[src/dsmrc_pkg.sv]
// Shared constants and register indexes for the serial RC frame decoder.
package dsmrc_pkg;

    localparam int CFG_IDX_W  = 3;
    localparam int CFG_DATA_W = 16;

    localparam logic [CFG_IDX_W-1:0] REG_CHAN_SHIFT    = 3'd0;
    localparam logic [CFG_IDX_W-1:0] REG_CHAN_MASK     = 3'd1;
    localparam logic [CFG_IDX_W-1:0] REG_HI_RES        = 3'd2;
    localparam logic [CFG_IDX_W-1:0] REG_CHANNEL_COUNT = 3'd3;
    localparam logic [CFG_IDX_W-1:0] REG_GAP_LIMIT     = 3'd4;

    localparam logic [2:0]  RST_CHAN_SHIFT    = 3'd3;
    localparam logic [3:0]  RST_CHAN_MASK     = 4'd7;
    localparam logic        RST_HI_RES        = 1'b1;
    localparam logic [3:0]  RST_CHANNEL_COUNT = 4'd8;
    localparam logic [15:0] RST_GAP_LIMIT     = 16'd5000;

    localparam int BYTE_W  = 8;
    localparam int TIME_W  = 32;
    localparam int CHAN_W  = 8;
    localparam int VALUE_W = 12;
    localparam int PULSE_W = 13;
    localparam int CNT_W   = 5;
    localparam int ID_W    = 4;

    localparam logic [PULSE_W-1:0] PULSE_OFFSET  = 13'd988;
    localparam logic [PULSE_W-1:0] PULSE_DEFAULT = 13'd1500;

    localparam int IN_DATA_W  = 48;
    localparam int OUT_DATA_W = 16;

endpackage

[src/dsmrc_frame_mem.sv]
// Frame byte store: one write port and two registered read ports.
module dsmrc_frame_mem #(
    parameter int DEPTH  = 16,
    parameter int ADDR_W = 4
) (
    input  logic                          clk,
    input  logic                          we,
    input  logic [ADDR_W-1:0]             waddr,
    input  logic [dsmrc_pkg::BYTE_W-1:0]  wdata,
    input  logic [ADDR_W-1:0]             raddr_a,
    input  logic [ADDR_W-1:0]             raddr_b,
    output logic [dsmrc_pkg::BYTE_W-1:0]  rdata_a,
    output logic [dsmrc_pkg::BYTE_W-1:0]  rdata_b
);
    import dsmrc_pkg::*;

    logic [BYTE_W-1:0] mem [DEPTH];

    always_ff @(posedge clk)
    begin
        if (we)
        begin
            mem[waddr] <= wdata;
        end
        rdata_a <= mem[raddr_a];
        rdata_b <= mem[raddr_b];
    end

endmodule

[src/dsmrc_chan_mem.sv]
// Channel value store with per-entry valid bits so unwritten entries read as zero.
module dsmrc_chan_mem #(
    parameter int DEPTH  = 8,
    parameter int ADDR_W = 3
) (
    input  logic                          clk,
    input  logic                          rst_n,
    input  logic                          we,
    input  logic [ADDR_W-1:0]             waddr,
    input  logic [dsmrc_pkg::VALUE_W-1:0] wdata,
    input  logic [ADDR_W-1:0]             raddr,
    output logic [dsmrc_pkg::VALUE_W-1:0] rdata
);
    import dsmrc_pkg::*;

    logic [VALUE_W-1:0] mem [DEPTH];
    logic [DEPTH-1:0]   valid_reg;
    logic [VALUE_W-1:0] data_reg;
    logic               hit_reg;

    always_ff @(posedge clk)
    begin
        if (we)
        begin
            mem[waddr] <= wdata;
        end
        data_reg <= mem[raddr];
    end

    always_ff @(posedge clk or negedge rst_n)
    begin
        if (!rst_n)
        begin
            valid_reg <= '0;
            hit_reg   <= 1'b0;
        end
        else
        begin
            if (we)
            begin
                valid_reg[waddr] <= 1'b1;
            end
            hit_reg <= valid_reg[raddr];
        end
    end

    assign rdata = hit_reg ? data_reg : '0;

endmodule

[src/dsm_serial_rc_frame_decoder.sv]
// Top level: frame assembly, on-demand frame decode and channel readout.
//
//  Channel | Signals                      | Payload
//  --------+------------------------------+------------------------------------
//  input   | s_tvalid s_tready s_tdata    | byte or channel read, kind in tuser
//          | s_tuser                      |
//  output  | m_tvalid m_tready m_tdata    | pulse width and frame-ready flag
//  config  | cfg_we cfg_index cfg_data    | register writes, no read-back
//
// A byte transfer passes through ST_BYTE and ST_OUT; a channel read through ST_CH_RD,
// ST_CH_OUT and ST_OUT, preceded by ST_DEC when a complete frame has to be decoded
// first, one byte pair per cycle through the two frame store read ports.
// One item is worked on at a time; a finished result waits in the output
// register, and a new item is taken while it waits, up to the point the next
// result needs that register. Reset clears the channel store via valid bits.
module dsm_serial_rc_frame_decoder #(
    parameter int FRAME_BYTES  = 16,
    parameter int MAX_CHANNELS = 8
) (
    input  logic                             clk,
    input  logic                             rst_n,
    input  logic                             s_tvalid,
    output logic                             s_tready,
    // rx_byte [7:0], time_us [39:8], channel [47:40]
    input  logic [dsmrc_pkg::IN_DATA_W-1:0]  s_tdata,
    // func [0]
    input  logic                             s_tuser,
    output logic                             m_tvalid,
    input  logic                             m_tready,
    // pulse_value [12:0], frame_ready [13], zero [15:14]
    output logic [dsmrc_pkg::OUT_DATA_W-1:0] m_tdata,
    input  logic                             cfg_we,
    input  logic [dsmrc_pkg::CFG_IDX_W-1:0]  cfg_index,
    input  logic [dsmrc_pkg::CFG_DATA_W-1:0] cfg_data
);
    import dsmrc_pkg::*;

    localparam int POS_W  = $clog2(FRAME_BYTES);
    localparam int NPAIRS = (FRAME_BYTES - 2) / 2;
    localparam int PAIR_W = $clog2(NPAIRS + 1);
    localparam int CH_W   = (MAX_CHANNELS > 1) ? $clog2(MAX_CHANNELS) : 1;

    localparam logic [2:0] ST_IDLE   = 3'd0;
    localparam logic [2:0] ST_BYTE   = 3'd1;
    localparam logic [2:0] ST_DEC    = 3'd2;
    localparam logic [2:0] ST_CH_RD  = 3'd3;
    localparam logic [2:0] ST_CH_OUT = 3'd4;
    localparam logic [2:0] ST_OUT    = 3'd5;

    // Configuration registers.
    logic [2:0]  chan_shift_reg;
    logic [3:0]  chan_mask_reg;
    logic        hi_res_reg;
    logic [3:0]  channel_count_reg;
    logic [15:0] gap_limit_reg;

    // Control and frame state.
    logic [2:0]        state_reg, state_next;
    logic [POS_W-1:0]  wpos_reg, wpos_next;
    logic [TIME_W-1:0] last_time_reg, last_time_next;
    logic              pending_reg, pending_next;
    logic              seen_reg, seen_next;
    logic [PAIR_W-1:0] dec_cnt_reg, dec_cnt_next;
    logic              m_tvalid_reg, m_tvalid_next;

    // Item and result payload.
    logic              func_reg;
    logic [BYTE_W-1:0] rx_reg;
    logic [TIME_W-1:0] time_reg;
    logic [CHAN_W-1:0] chan_reg;
    logic [PULSE_W-1:0]    res_pulse_reg, res_pulse_next;
    logic [OUT_DATA_W-1:0] m_tdata_reg;

    logic              accept;
    logic [TIME_W-1:0] gap;
    logic              new_frame;
    logic [POS_W-1:0]  byte_pos;
    logic [CNT_W-1:0]  eff_count;

    logic              frm_we;
    logic [POS_W-1:0]  frm_raddr_hi, frm_raddr_lo;
    logic [BYTE_W-1:0] frm_rdata_hi, frm_rdata_lo;
    logic [BYTE_W-1:0] id_shifted;
    logic [ID_W-1:0]   pair_id;
    logic [VALUE_W-1:0] pair_value;
    logic              ch_we;
    logic [VALUE_W-1:0] ch_rdata;
    logic [PULSE_W-1:0] ch_scaled;
    logic              out_free;

    always_ff @(posedge clk or negedge rst_n)
    begin
        if (!rst_n)
        begin
            chan_shift_reg    <= RST_CHAN_SHIFT;
            chan_mask_reg     <= RST_CHAN_MASK;
            hi_res_reg        <= RST_HI_RES;
            channel_count_reg <= RST_CHANNEL_COUNT;
            gap_limit_reg     <= RST_GAP_LIMIT;
        end
        else if (cfg_we)
        begin
            unique case (cfg_index)
                REG_CHAN_SHIFT:    chan_shift_reg    <= cfg_data[2:0];
                REG_CHAN_MASK:     chan_mask_reg     <= cfg_data[3:0];
                REG_HI_RES:        hi_res_reg        <= cfg_data[0];
                REG_CHANNEL_COUNT: channel_count_reg <= cfg_data[3:0];
                REG_GAP_LIMIT:     gap_limit_reg     <= cfg_data;
                default:           ;
            endcase
        end
    end

    assign s_tready = (state_reg == ST_IDLE);
    assign accept   = s_tvalid && s_tready;
    assign out_free = !m_tvalid_reg || m_tready;

    assign eff_count = ({1'b0, channel_count_reg} > CNT_W'(MAX_CHANNELS))
                     ? CNT_W'(MAX_CHANNELS) : {1'b0, channel_count_reg};

    // Wrapping gap since the previous byte; equal to the limit continues a frame.
    assign gap       = time_reg - last_time_reg;
    assign new_frame = gap > {16'd0, gap_limit_reg};
    assign byte_pos  = new_frame ? '0 : wpos_reg;
    assign frm_we    = (state_reg == ST_BYTE);

    // Pair c sits at bytes 2c+2 (id and high bits) and 2c+3 (low byte).
    assign frm_raddr_hi = POS_W'(2 * int'(dec_cnt_reg) + 2);
    assign frm_raddr_lo = POS_W'(2 * int'(dec_cnt_reg) + 3);

    // Data for pair dec_cnt-1 arrives in the cycle after its address went out.
    assign id_shifted = frm_rdata_hi >> chan_shift_reg;
    assign pair_id    = id_shifted[ID_W-1:0];
    assign pair_value = {frm_rdata_hi[3:0] & chan_mask_reg, frm_rdata_lo};
    assign ch_we      = (state_reg == ST_DEC) && (dec_cnt_reg != '0)
                        && ({1'b0, pair_id} < eff_count);

    assign ch_scaled = hi_res_reg ? PULSE_W'(ch_rdata >> 1) : PULSE_W'(ch_rdata);

    dsmrc_frame_mem #(
        .DEPTH  (FRAME_BYTES),
        .ADDR_W (POS_W)
    ) u_frame_mem (
        .clk     (clk),
        .we      (frm_we),
        .waddr   (byte_pos),
        .wdata   (rx_reg),
        .raddr_a (frm_raddr_hi),
        .raddr_b (frm_raddr_lo),
        .rdata_a (frm_rdata_hi),
        .rdata_b (frm_rdata_lo)
    );

    dsmrc_chan_mem #(
        .DEPTH  (MAX_CHANNELS),
        .ADDR_W (CH_W)
    ) u_chan_mem (
        .clk   (clk),
        .rst_n (rst_n),
        .we    (ch_we),
        .waddr (pair_id[CH_W-1:0]),
        .wdata (pair_value),
        .raddr (chan_reg[CH_W-1:0]),
        .rdata (ch_rdata)
    );

    always_comb
    begin
        state_next     = state_reg;
        wpos_next      = wpos_reg;
        last_time_next = last_time_reg;
        pending_next   = pending_reg;
        seen_next      = seen_reg;
        dec_cnt_next   = dec_cnt_reg;
        m_tvalid_next  = m_tvalid_reg;
        res_pulse_next = res_pulse_reg;

        if (m_tvalid_reg && m_tready)
        begin
            m_tvalid_next = 1'b0;
        end

        unique case (state_reg)
            ST_IDLE:
            begin
                if (accept)
                begin
                    if (!s_tuser)
                    begin
                        state_next = ST_BYTE;
                    end
                    else if (pending_reg)
                    begin
                        state_next   = ST_DEC;
                        dec_cnt_next = '0;
                    end
                    else
                    begin
                        state_next = ST_CH_RD;
                    end
                end
            end
            ST_BYTE:
            begin
                seen_next      = 1'b1;
                last_time_next = time_reg;
                res_pulse_next = '0;
                if (byte_pos == POS_W'(FRAME_BYTES - 1))
                begin
                    wpos_next    = byte_pos;
                    pending_next = 1'b1;
                end
                else
                begin
                    wpos_next = byte_pos + 1'b1;
                end
                state_next = ST_OUT;
            end
            ST_DEC:
            begin
                if (dec_cnt_reg == PAIR_W'(NPAIRS))
                begin
                    pending_next = 1'b0;
                    state_next   = ST_CH_RD;
                end
                else
                begin
                    dec_cnt_next = dec_cnt_reg + 1'b1;
                end
            end
            ST_CH_RD:
            begin
                state_next = ST_CH_OUT;
            end
            ST_CH_OUT:
            begin
                if ((chan_reg >= {3'b000, eff_count}) || !seen_reg)
                begin
                    res_pulse_next = PULSE_DEFAULT;
                end
                else
                begin
                    res_pulse_next = PULSE_OFFSET + ch_scaled;
                end
                state_next = ST_OUT;
            end
            ST_OUT:
            begin
                if (out_free)
                begin
                    m_tvalid_next = 1'b1;
                    state_next    = ST_IDLE;
                end
            end
            default:
            begin
                state_next = ST_IDLE;
            end
        endcase
    end

    always_ff @(posedge clk or negedge rst_n)
    begin
        if (!rst_n)
        begin
            state_reg     <= ST_IDLE;
            wpos_reg      <= '0;
            last_time_reg <= '0;
            pending_reg   <= 1'b0;
            seen_reg      <= 1'b0;
            dec_cnt_reg   <= '0;
            m_tvalid_reg  <= 1'b0;
        end
        else
        begin
            state_reg     <= state_next;
            wpos_reg      <= wpos_next;
            last_time_reg <= last_time_next;
            pending_reg   <= pending_next;
            seen_reg      <= seen_next;
            dec_cnt_reg   <= dec_cnt_next;
            m_tvalid_reg  <= m_tvalid_next;
        end
    end

    always_ff @(posedge clk)
    begin
        if (accept)
        begin
            func_reg <= s_tuser;
            rx_reg   <= s_tdata[7:0];
            time_reg <= s_tdata[39:8];
            chan_reg <= s_tdata[47:40];
        end
        res_pulse_reg <= res_pulse_next;
        if (state_reg == ST_OUT && out_free)
        begin
            m_tdata_reg <= {2'b00, pending_reg, res_pulse_reg};
        end
    end

    assign m_tvalid = m_tvalid_reg;
    assign m_tdata  = m_tdata_reg;

`ifndef ASSERT_OFF
    a_dec_needs_pending: assert property (@(posedge clk) disable iff (!rst_n)
        (state_reg == ST_DEC) |-> pending_reg)
        else $error("frame decode running without a pending frame");

    a_dec_clears_pending: assert property (@(posedge clk) disable iff (!rst_n)
        (state_reg == ST_DEC && dec_cnt_reg == PAIR_W'(NPAIRS)) |=> !pending_reg)
        else $error("pending flag survived a finished decode");

    a_byte_pulse_zero: assert property (@(posedge clk) disable iff (!rst_n)
        (state_reg == ST_OUT && !func_reg) |-> (res_pulse_reg == '0))
        else $error("byte transfer produced a nonzero pulse value");

    a_no_overwrite: assert property (@(posedge clk) disable iff (!rst_n)
        (state_reg == ST_OUT && m_tvalid_reg && !m_tready) |=> (state_reg == ST_OUT))
        else $error("result left the holding state while the output was stalled");

    a_chan_write_in_range: assert property (@(posedge clk) disable iff (!rst_n)
        ch_we |-> ({1'b0, pair_id} < CNT_W'(MAX_CHANNELS)))
        else $error("channel store written beyond its depth");
`endif

endmodule

[config.mk]
export PLATFORM = sky130hd
export DESIGN_NAME = dsm_serial_rc_frame_decoder
export DESIGN_NICKNAME = d
export VERILOG_FILES = /design/src/dsmrc_pkg.sv /design/src/dsmrc_frame_mem.sv /design/src/dsmrc_chan_mem.sv /design/src/dsm_serial_rc_frame_decoder.sv
export SDC_FILE = /design/constraint.sdc
export NUM_CORES = 1
export LEC_CHECK = 0
export BUFFER_PORTS_ARGS = -buffer_cell sky130_fd_sc_hd__buf_2
export CAP_MARGIN = 20
export CORE_ASPECT_RATIO = 0.75
export CORE_MARGIN = 2
export CORE_UTILIZATION = 48
export DETAILED_ROUTE_END_ITERATION = 6
export SLEW_MARGIN = 10
export SYNTH_ARGS = -nofsm -noshare
export SYNTH_HDL_FRONTEND = slang
export SYNTH_SLANG_ARGS = --single-unit
[constraint.sdc]
create_clock -name clk -period 11.2 [get_ports clk]
set_input_delay 2.24 -clock clk [delete_from_list [all_inputs] [get_ports clk]]
set_output_delay 2.24 -clock clk [all_outputs]
set_load 0.02 [all_outputs]
==> results of run 1 <==
## synthesized netlist by cell type (19+ instances only)
| master | n |
|---|---|
| edfxtp_1 | 299 |
| nand2_1 | 114 |
| dfrtp_1 | 70 |
| o21ai_0 | 70 |
| inv_1 | 66 |
| nor2_1 | 64 |
| ha_1 | 60 |
| mux4_2 | 58 |
| a21oi_1 | 56 |
| mux2_2 | 51 |
| clkbuf_1 | 44 |
| dfxtp_1 | 28 |
| nand3_1 | 22 |
| a21o_1 | 21 |
| nor2b_1 | 19 |
## how the worst max path moves through the flow
| stage | from | to | slack [ns] | depth (start not counted) |
|---|---|---|---|---|
| floorplan | last_time_reg[0] | u_frame_mem.mem[14][0] | 5.36 | 23 |
| global placement | last_time_reg[0] | u_frame_mem.mem[6][4] | 4.93 | 23 |
| detailed placement | last_time_reg[0] | u_frame_mem.mem[13][6] | 4.74 | 23 |
| CTS | last_time_reg[0] | u_frame_mem.mem[13][1] | 4.70 | 23 |
| global route | last_time_reg[0] | u_frame_mem.mem[13][1] | 4.28 | 23 |
| finish | last_time_reg[0] | u_frame_mem.mem[13][6] | 4.67 | 23 |
## placed cells by master, fill, tap and decap left out, types with 9 or more instances in the layout
master / synthesis / final
clkinv_2: 0 / 9
edfxtp_1: 299 / 299
buf_2: 3 / 87
dfxtp_1: 28 / 28
mux2_2: 51 / 51
nor2_1: 64 / 61
a21oi_1: 56 / 56
nand4_1: 13 / 13
a21o_1: 21 / 21
clkbuf_1: 44 / 16
clkbuf_16: 0 / 41
nand2b_1: 12 / 12
ha_1: 60 / 60
mux2i_1: 15 / 15
mux4_2: 58 / 58
nor2b_1: 19 / 19
nor3_2: 12 / 13
or2_2: 12 / 12
nand2_1: 114 / 114
o21ai_0: 70 / 70
dfstp_2: 12 / 12
inv_1: 66 / 66
buf_4: 4 / 17
xnor2_1: 17 / 17
dfrtp_1: 70 / 69
nor3_1: 11 / 10
nand3_1: 22 / 22
xor2_1: 9 / 9
## layer usage
layer | GRT usage [%] | routed length, um | share of wire (%)
met5 | 0 | 0 | 0
met4 | 3.87 | 546 | 1.4
met3 | 3.38 | 2150 | 5.5
met2 | 28.2 | 16200 | 41
met1 | 32.4 | 20100 | 52
## worst max-delay path: stages (launching register included)
cell	delay [ns]
dfrtp_1	0.39
ha_1	0.23
fa_1	0.40
nand2b_1	0.19
a21o_1	0.20
a21o_1	0.19
nor2b_1	0.15
o21ai_0	0.34
a31oi_1	0.17
xnor2_1	0.15
ha_1	0.29
a21o_1	0.16
a21oi_1	0.18
nand2_1	0.07
o31a_1	0.33
or4b_1	0.53
or4_4	0.54
nor4_4	0.30
nand4_1	0.14
buf_4	0.25
nor2_1	0.13
ha_1	0.22
nand3_1	0.09
nor3_2	0.53
## cell families (layout without fill, tap and decap cells)
logic type,after synthesis,in the layout,synth area share (%)
AO/OA/AOI/OAI,234,234,8.25
XOR/XNOR,26,26,1.24
adder cells (fa/ha/maj),61,61,4.21
buffers and inverters,126,245,2.77
flip-flops,409,409,63.4
multiplexers,124,124,11.1
other,1,2,0.0205
AND/OR/NAND/NOR,323,323,8.97
## through the flow
step,power [mW],area (um2),instances
6_report,5.15,20500,1928
4_1_cts,5.17,20500,1927
3_5_place_dp,3.85,19300,1853
5_1_grt,5.47,20500,1928
3_3_place_gp,3.83,19300,1853
2_1_floorplan,3.37,18300,1305
## layout make-up
cell class | count | area, um2
fill | 3011 | 16800
sequential | 409 | 11600
multi-input combinational | 770 | 6210
clock buffer | 57 | 1090
tap | 504 | 631
timing repair buffer | 104 | 563
inverter | 67 | 251
clock inverter | 17 | 171
## power by group through the flow
stage          Clock, mW  Combinational (mW)  Sequential (mW)
4_1_cts             1.34                1.75             2.08
6_report            1.30                1.76             2.08
3_5_place_dp           0                1.74             2.11
3_3_place_gp           0                1.72             2.11
5_1_grt             1.40                1.96             2.11
2_1_floorplan          0                1.30             2.07
==> results.yml, run 1 <==
worst_setup_path:
  rrSetupSlack_ns: 4.67
  critPathKind: "flip-flop to flip-flop"
  critical_path_arrival_ns: 6.70
  critPathCaptureType: "flip-flop"
  cp_max_fo: 20
  critPathRequiredTime_ns: 11.37
  r2r_end: "u_frame_mem.mem[13][6]"
  timing.reg2reg.worst_path_depth: 23
  cp-start-kind: "flip-flop"
  r2r-start: "last_time_reg[0]"
power:
  clockPowerShare_pct: 25.3
  comb_power_share_pct: 34.2
  leakage_nw: 7.57
  swShare_pct: 34.3
  p_per_area_mw_per_mm2: 251
  vdd_drop_max_v: 0.000170
  power.switching_mw: 1.76
  power_frac_seq_pct: 40.5
  p_int_mw: 3.38
clocking:
  cts_root_buf: "clkbuf_16"
  clock_latency_ns: 0.54
  cts_hold_buffers: 0
  clk_path_buf_depth: 3
  cts_tree: "yes"
  clk_pin_slew_worst_paths_ns: 0.06
  postCtsResizedCells: 0
  cts.sinks: 409
  cts_made_buffers: 40
  cts-htree-levels: 2
  post_cts_buffers: 0
place:
  numPortBuffers: 88
  post-place-ws_ns: 4.74
  dp_hpwl_um: 26600
  place.gp.congestion: 0.907
timing:
  setup_viol: 0
  min_period_ns: 6.53
  timing.fmax_mhz: 153
  min_period_over_period_pct: 58.3
  rsz0062_at_grt: "no"
  holdWs_ns: 0.418
  clock_skew_ns: 0.0169
  hold_viol: 0
  slew_violations: 0
  setup_slack_ns: 4.67
  slew_headroom_pct: 32.8
  fin_tns_setup_ns: 0
  worstMarginPinSlew_ns: 1.01
global_routing:
  grt_usage_pct: 20.0
  grt_pass1_wl_um: 61300
  overflow: 0
  grt_pass1_vias: 10500
  grt_max_degree: 68
  grt_antenna_before_repair: 0
floorplan:
  coreArea_mm2: 0.0373
  die_area_mm2: 0.0397
  start_util_pct: 49.0
  fp.dieH_um: 173
  top_level_ports: 91
  rows: 61
  fp.dieW_um: 229
yosys:
  yosysUniqueCellTypes: 81
  postSynth.asyncResetShare_pct: 20.0
  synth_edf_count: 299
  ys_ff_latch: 409
  netlist_top_cells_area: "edfxtp_1 49%, dfrtp_1 9.6%, mux4_2 7.1%"
  synth.largest_area_cell: "edfxtp_1"
  netlist_area_mm2: 0.0183
  yosysTopAreaCellShare_pct: 49.1
  ys_seq_area_share_pct: 63.4
  yosys_warnings: 0
  syn_inst: 1304
  synth.avg_cell_area_um2: 14.0
  ys.flop_type: "edfxtp_1"
worst_hold_path:
  hp-start: "res_pulse_reg[4]"
  hold_class: "flip-flop to flip-flop"
  holdPathEnd: "m_tdata[4]"
  hold_depth: 0
routing:
  wl_um: 39000
  ant_nets: 0
  drt_iter0_markers: 851
  wl_per_cell_um: 20.2
  drc: 0
  dr.pass1.iters: 5
  vias: 10600
  via_per_inst: 5.51
finish:
  antennaDiodeCount: 0
  nets: 1526
  syn_to_final_growth_pct: 12.2
  largest-register: "u_frame_mem.mem"
  reg.largest.list: "u_frame_mem.mem (128), u_chan_mem.mem (96)"
  largest_reg_flops: 128
  final_util_pct: 55.0
  drive_above_1_share_pct: 23.5
flow_run:
  cap_violations: 0
status:
  status: "finished clean"
No activity file was read; power rests on OpenSTA's default activity.
==> run 2: changes to the inputs <==
--- a/config.mk
+++ b/config.mk
@@ -5,6 +5,7 @@
 export SDC_FILE = /design/constraint.sdc
 export NUM_CORES = 1
 export LEC_CHECK = 0
+export ABC_AREA = 1
 export BUFFER_PORTS_ARGS = -buffer_cell sky130_fd_sc_hd__buf_2
 export CAP_MARGIN = 20
 export CORE_ASPECT_RATIO = 0.75
==> constraint.sdc (replaced) <==
create_clock -name clk -period 6.1 [get_ports clk]
set_input_delay 1.22 -clock clk [delete_from_list [all_inputs] [get_ports clk]]
set_output_delay 1.22 -clock clk [all_outputs]
set_load 0.02 [all_outputs]
==> run 2 against run 1 <==
Against the previous run: clock skew is 0.0037 ns higher; area after synthesis up 2.3%; register-to-register slack worse by 3.3 ns; synthesized cell count rose by 46%; combinational power increased by 120%; sequential power increased by 87%; wire length rose by 13%; sequential cell count did not move; via count increased by 23%; worst setup slack got worse by 3.3 ns; final area increased by 2.8%; die area grew 2.3%.
==> results.yml, run 2 <==
yosys:
  ys_seq_area_share_pct: 62.0
  ys_ff_latch: 409
  yosys_warnings: 0
  synth.largest_area_cell: "edfxtp_1"
  synth.avg_cell_area_um2: 9.82
  syn_inst: 1907
  synth_edf_count: 299
  netlist_area_mm2: 0.0187
  yosysUniqueCellTypes: 50
  ys.flop_type: "edfxtp_1"
  netlist_top_cells_area: "edfxtp_1 48%, dfrtp_1 9.4%, nand2_1 7.3%"
  postSynth.asyncResetShare_pct: 20.0
  ys_top_cells_by_count: "362 x nand2_1, 299 x edfxtp_1, 299 x nor2_1"
  synth.most_common_cell: "nand2_1"
  yosysTopAreaCellShare_pct: 48.0
clocking:
  cts.sinks: 409
  postCtsResizedCells: 0
  cts-htree-levels: 2
  cts_tree: "yes"
  clk_pin_slew_worst_paths_ns: 0.07
  cts_made_buffers: 41
  cts_hold_buffers: 0
  cts_root_buf: "clkbuf_16"
  clock_latency_ns: 0.55
  clk_path_buf_depth: 3
  post_cts_buffers: 0
timing:
  hold_viol: 0
  rsz0062_at_grt: "no"
  fin_tns_setup_ns: 0
  setup_viol: 0
  min_period_ns: 4.73
  clock_skew_ns: 0.0205
  min_period_over_period_pct: 77.6
  worstMarginPinSlew_ns: 0.936
  slew_violations: 0
  timing.fmax_mhz: 211
  slew_headroom_pct: 37.6
flow_run:
  cap_violations: 0
floorplan:
  fp.dieH_um: 175
  top_level_ports: 91
  start_util_pct: 48.8
  die_area_mm2: 0.0406
  fp.dieW_um: 232
  coreArea_mm2: 0.0384
  rows: 62
routing:
  dr.pass1.iters: 6
  wl_per_cell_um: 17.3
  via_per_inst: 5.14
  wl_um: 44100
  ant_nets: 0
  drc: 0
  vias: 13100
  drt_iter0_markers: 1160
worst_setup_path:
  critPathCaptureType: "flip-flop"
  critPathSlowestCell: "nor2_1"
  r2r-start: "last_time_reg[0]"
  worstPathCellList: "ha_1 > fa_1 > inv_1 > nand3_1 > nand3_1 > nand2_1 > nand3_2 > xor2_1 > ha_1 > nand2_1 > nor3_1 > nand3_1 > nand2_1 > nand3_1 > nor2_1 > nand2_1 > nor2_4 > nand3_1 > inv_1 > ha_1 > nand2_1 > nor2_1"
  rrSetupSlack_ns: 1.37
  critical_path_arrival_ns: 4.90
  cp_max_fo: 8
  timing.reg2reg.worst_path_depth: 22
  critPathKind: "flip-flop to flip-flop"
  slowest_delay_ns: 0.67
  cp-start-kind: "flip-flop"
  r2r_end: "u_frame_mem.mem[1][0]"
  critPathRequiredTime_ns: 6.26
finish:
  largest-register: "u_frame_mem.mem"
  largest_reg_flops: 128
  mostFrequentLayoutCell: "nand2_1"
  nets: 2141
  antennaDiodeCount: 0
  reg.largest.list: "u_frame_mem.mem (128), u_chan_mem.mem (96)"
  final_cells: 2549
  syn_to_final_growth_pct: 12.7
  drive_above_1_share_pct: 11.2
  final_cell_mix: "362 x nand2_1, 299 x edfxtp_1, 298 x nor2_1"
  nFillCells: 3363
worst_hold_path:
  hold_class: "flip-flop to flip-flop"
  hp-start: "res_pulse_reg[10]"
  hold_depth: 0
  holdPathEnd: "m_tdata[10]"
place:
  dp_hpwl_um: 30000
  place.gp.congestion: 0.928
  numPortBuffers: 88
  dpl.cell_count: 2472
global_routing:
  grt_usage_pct: 21.9
  grt_antenna_before_repair: 0
  grt_max_degree: 67
  overflow: 0
  grt_pass1_wl_um: 68800
  grt_pass1_vias: 12200
power:
  p_per_area_mw_per_mm2: 480
  vdd_drop_max_v: 0.000316
  leakage_nw: 8.90
status:
  status: "finished clean"
run 2: cell types whose count changed in the layout (fill, tap and decap cells not counted), moves of 17 or more:
cell,previous run,this run
nand2_1,114,362
nor2_1,61,298
inv_1,66,251
o21ai_0,70,185
mux4_2,58,0
mux2_2,51,0
o22ai_1,6,39
a31oi_1,6,32
a21o_1,21,1
nand3_1,22,42
nor2b_1,19,0
nand2_2,0,17
run 2: worst max path at each step:
stage	cells after the start	from	endpoint	slack, ns
floorplan	22	last_time_reg[0]	u_frame_mem.mem[13][0]	2.11
global placement	23	last_time_reg[0]	u_frame_mem.mem[13][3]	1.25
detailed placement	22	last_time_reg[0]	u_frame_mem.mem[13][6]	1.16
CTS	22	last_time_reg[0]	u_frame_mem.mem[13][2]	1.09
global route	22	last_time_reg[0]	u_frame_mem.mem[9][1]	0.98
finish	22	last_time_reg[0]	u_frame_mem.mem[1][0]	1.37
run 2: power breakdown:
part	internal [mW]	switching (mW)	total, mW
clock network	1.39	1.05	2.44
logic	1.23	2.58	3.80
registers	3.60	0.286	3.89
total	6.22	3.91	10.1
run 2: per-layer routing:
layer | global-route usage, % | wire length [um] | vias up
met2 | 30.9 | 18200 | 328
met3 | 3.12 | 2310 | 51
met5 | 0 | 0 | -
met1 | 35.5 | 22800 | 6178
li1 | - | - | 6542
met4 | 4.57 | 676 | 0
run 2: cell type report:
cell class	instances	area, um2	share of cell area [%]
flip-flops and latches	409	11600	55.0
multi-input cells	1184	5930	28.1
clock buffers	57	1140	5.39
inverters	259	972	4.61
repair buffers	112	666	3.15
well taps	512	641	3.04
clock inverters	16	149	0.706
run 2: cell families after synthesis:
kind of cell | share of synthesized area (%)
and+or+nand+nor | 16.8
DFF | 62.0
AOI/OAI and AO/OA | 9.83
buffers and inverters | 6.39
adders and majority gates | 4.12
xor gates and xnor gates | 0.795
other | 0.0200
run 2: critical path, delay by kind of cell, from the launching register on:
| kind | cells | cell delay, ns |
|---|---|---|
| DFF | 1 | 0.38 |
| buffers and inverters | 2 | 0.22 |
| adders and majority gates | 4 | 0.94 |
| xor gates and xnor gates | 1 | 0.26 |
| and+or+nand+nor | 15 | 2.52 |
run 2: through the flow:
step	setup slack, ns	hold slack [ns]	utilization, %	power, mW	area [um2]
after detailed placement	1.16	0.406	51.5	7.70	19800
after CTS	1.09	0.421	54.8	10.2	21000
after global routing	0.981	0.425	55.0	10.9	21100
final	1.37	0.421	55.0	10.1	21100
after floorplan	2.11	0.400	-	6.54	18700
after global placement	1.25	0.402	51.4	7.58	19700
